===== src/hdl/pht_ram.sv =====
// Generic single write port RAM with registered read.
module pht_ram #(
  parameter int Width = 8,
  parameter int Depth = 64
) (
  input  logic                     clk_i,
  input  logic                     we_i,
  input  logic [$clog2(Depth)-1:0] waddr_i,
  input  logic [Width-1:0]         wdata_i,
  input  logic                     re_i,
  input  logic [$clog2(Depth)-1:0] raddr_i,
  output logic [Width-1:0]         rdata_o
);

  logic [Width-1:0] mem_q [Depth];
  logic [Width-1:0] rdata_q;

  always_ff @(posedge clk_i) begin
    if (we_i) begin
      mem_q[waddr_i] <= wdata_i;
    end
    if (re_i) begin
      rdata_q <= mem_q[raddr_i];
    end
  end

  assign rdata_o = rdata_q;

endmodule


===== config.mk =====
export PLATFORM = sky130hd
export DESIGN_NAME = pht_ram
export DESIGN_NICKNAME = d
export VERILOG_FILES = /design/src/hdl/pht_ram.sv
export SDC_FILE = /design/constraint.sdc
export NUM_CORES = 1
export LEC_CHECK = 0
export BUFFER_PORTS_ARGS = -buffer_cell sky130_fd_sc_hd__buf_2
export CORE_MARGIN = 5
export CORE_UTILIZATION = 30
export DETAILED_ROUTE_END_ITERATION = 16
export GPL_TIMING_DRIVEN = 1
export HOLD_SLACK_MARGIN = 0.12
export PLACE_DENSITY_LB_ADDON = 0.12
export SYNTH_ARGS = -nofsm -noshare
export SYNTH_HDL_FRONTEND = slang
export SYNTH_SLANG_ARGS = --single-unit

===== constraint.sdc =====
create_clock -name clk_i -period 6.7 [get_ports clk_i]
set_input_delay 1.34 -clock clk_i [delete_from_list [all_inputs] [get_ports clk_i]]
set_output_delay 1.34 -clock clk_i [all_outputs]
set_load 0.05 [all_outputs]

==> results.md <==
- Status: finished, final reports clean
- Adder-cell share of the synthesized area: 0%
- Final TNS setup: 0 ps
- Max-cap violations: 0
- Hold Path Origin: mem_q[30][6]
- Starting Density: a little under a third
- Die Height: 270 um
- Hold_buf cts: 0
- Worst VDD drop: 0.174 mV
- Final period util: 57.1%
- First-pass GRT wire length: roughly 74,000 um
- # Post-CTS Setup Buffers: 0
- HPWL Detailed: 30,300 um
- H-tree levels: 2
- First-pass iteration count of the detailed router: 5
- Hold EP: rdata_o[6]
- Clock Pin Slew Worst Setup and Hold Paths: around 60 ps
- Vias per cell: a little under 5
- Final Hold Vio Count: 0
- Leakage: 7.06 nW
- FFs w/ async S/R, synth: 0%
- Final #Nets: 1,017
- Multiplexer share of the synthesized area: 15.9%
- Warnings from Yosys: 0
- Required time worst endpoint: 7060 ps
- Share of cells above drive strength 1: 25.4%
- Tmin final: around 3800 ps
- CP Capture Type: register
- Worst Tran Pin Value: 1260 ps
- Area of the multi-input gates: 0.00432 mm2
- Tot GR Track Use: 13.9%
- Layout Cells excl Fill: approximately 1,900
- Top post-synthesis cells by count: 520 x edfxtp_1, 126 x mux4_2, 83 x nor2_1
- DR iter-0 viols: between 800 and 900
- Power Total: 7.02 mW
- Final wirelength: 51,200 um
- Cell with the most instances after synthesis: edfxtp_1
- Initial antenna violation count: 2
- Reg2Reg Depth: 5
- Mapped cell area: 0.0202 mm2
- DIE WIDTH: 270 um
- Main combinational cell family by area after synthesis: multiplexers
- Final slew viol count: 0
- Routed len/inst: 26.7 um
- XOR/XNOR Fraction of Synth Area: 0%
- Vias: 9,448
- Syn-to-layout area delta: 14.3%
- CTS tree: yes
- CP Max Fanout: 44
- Placed Area: 0.0213 mm2
- Synth area leaders: edfxtp_1 77%, mux4_2 14%, nor2_1 1.5%
- Final clock skew: about 40 ps
- Filler instances: 6,331
- Mapped Cells: 940
- Top achievable clock speed: 261 MHz
- Die Area: 0.0728 mm2
- Final setup vio count: 0
- Hold Crit Depth: 3
- CTS Root Cell: clkbuf_16
- Pin count of the biggest net entering global routing: 74
- CP Launch Type: input pin
- Met3 Use GR: 2.75%
- Synth Area per Inst: 21.5 um2
- # DRC: 0
- Final hold slack: 909 ps
- DP Cell Count: 1,808
- Slew headroom: 16.2%
- Post-synthesis compound-gate area fraction: 2.06%
- Sequential share of the synthesized area: approximately 77%
- R2r endpoint: rdata_o[4]
- Busiest grt layer: met2
- IO Count: 31
- Synth top area share: approximately 77%
- Clock sink count: 520
- Distinct cells, synth: 39
- RSZ-0062 raised after global routing: false
- Rows: 95
- DRT antenna net count: 0
- Cts repair resizes: 0
- Post-Synth Simple-Gate Area: about 3.4%
- Met2 usage: a little over a fifth
- CTS Buf Count: 57
- GP Congestion: 0.732
- Met1 usage: 19.9%
- Pwr/cell area: 304 mW/mm2
- CORE AREA: 0.0670 mm2
- Post-route cell area: ~0.023 mm2
- Yosys reg bits: 520
- Leading area contributor after synthesis: edfxtp_1
- R2R setup slack: 4350 ps
- Main synth FF type: edfxtp_1
- Sequential Area: about 0.016 mm2
- Worst Hold Class: reg2reg
- Worst r2r src: mem_q[29][4]
- Vias in the first global route: 10,000
- Post-synth EDFFs: 520
- CTS Buffer Depth: 3
- Port bufs: 30
- Syn nets: 963
- Critical path arrival: between 4000 and 5000 ps
- Critical path class: in2reg
- Clk_lat worst skew: 630 ps
- Grt ovf: 0
## registers in the layout, summed over array words and instances (netlist names)
| name | count |
|---|---|
| rdata_o | 8 |
| mem_q | 512 |
## critical path, cell delays in order
cell and delay, ps:
buf_4 570, buf_4 620, mux4_2 590, mux2_2 280
a221oi_1 600, o2bb2ai_1 140
## routing by layer
metal,wire length [um],part of all wire (%)
met1,24000,47
met5,0,0
met4,1390,2.7
met2,23600,46
met3,2180,4.3
## worst max path at each step
stage,start,endpoint,cells past startpoint
3_5_place_dp,raddr_i[1],rdata_o[0],6
2_1_floorplan,raddr_i[1],rdata_o[3],7
3_3_place_gp,raddr_i[1],rdata_o[0],6
4_1_cts,raddr_i[1],rdata_o[0],6
5_1_grt,raddr_i[1],rdata_o[0],6
6_report,raddr_i[1],rdata_o[0],6
## logic make-up after synthesis
family / count (synthesis)
mux: 162
simple gates: 153
compound gates: 54
flops: 520
buf+inv: 51
## area by class of cell
cell class | instances | share of cell area, %
diodes | 1 | 0.0108
well taps | 873 | 4.72
clock buffers | 64 | 6.37
flip-flops and latches | 520 | 67.5
repair buffers | 46 | 1.29
multi-input cells | 369 | 18.7
clock inverters | 42 | 1.44
## layout by cell type, fill, tap and decap left out, types with 3 or more instances in the layout
cell       synthesis  final
a211oi_1           4      4
a21oi_1            3      3
a221oi_1           6      6
a22oi_1            3      3
buf_2             11     27
buf_4             13     17
bufinv_16          0      5
clkbuf_1          17      6
clkbuf_16          0     58
clkinv_1           0     24
clkinv_2           0     11
edfxtp_1         520    520
mux2_2            13     13
mux2i_1           23     23
mux4_2           126    126
nand2_1           19     19
nand2b_1           7      7
nand3_1           13     13
nand3b_1           3      3
nor2_1            83     83
nor2b_1           14     14
nor3_1             7      6
o2111ai_1          3      3
o221ai_1           8      8
o22ai_1            8      8
o2bb2ai_1          3      3
## where the power goes
| part | switching (mW) | total [mW] | internal (mW) |
|---|---|---|---|
| sequential | 0.0104 | 3.62 | 3.61 |
| clock | 1.29 | 3.05 | 1.76 |
| combinational | 0.233 | 0.353 | 0.120 |
| total | 1.53 | 7.02 | 5.49 |
## per-stage QoR
step	setup WS, ps	utilization (%)
floorplan	3550	-
global placement	2120	31.8
detailed placement	2130	31.8
CTS	2810	34.5
global route	2700	34.5
finish	2870	34.5
Power figures use the tool's default switching activity.
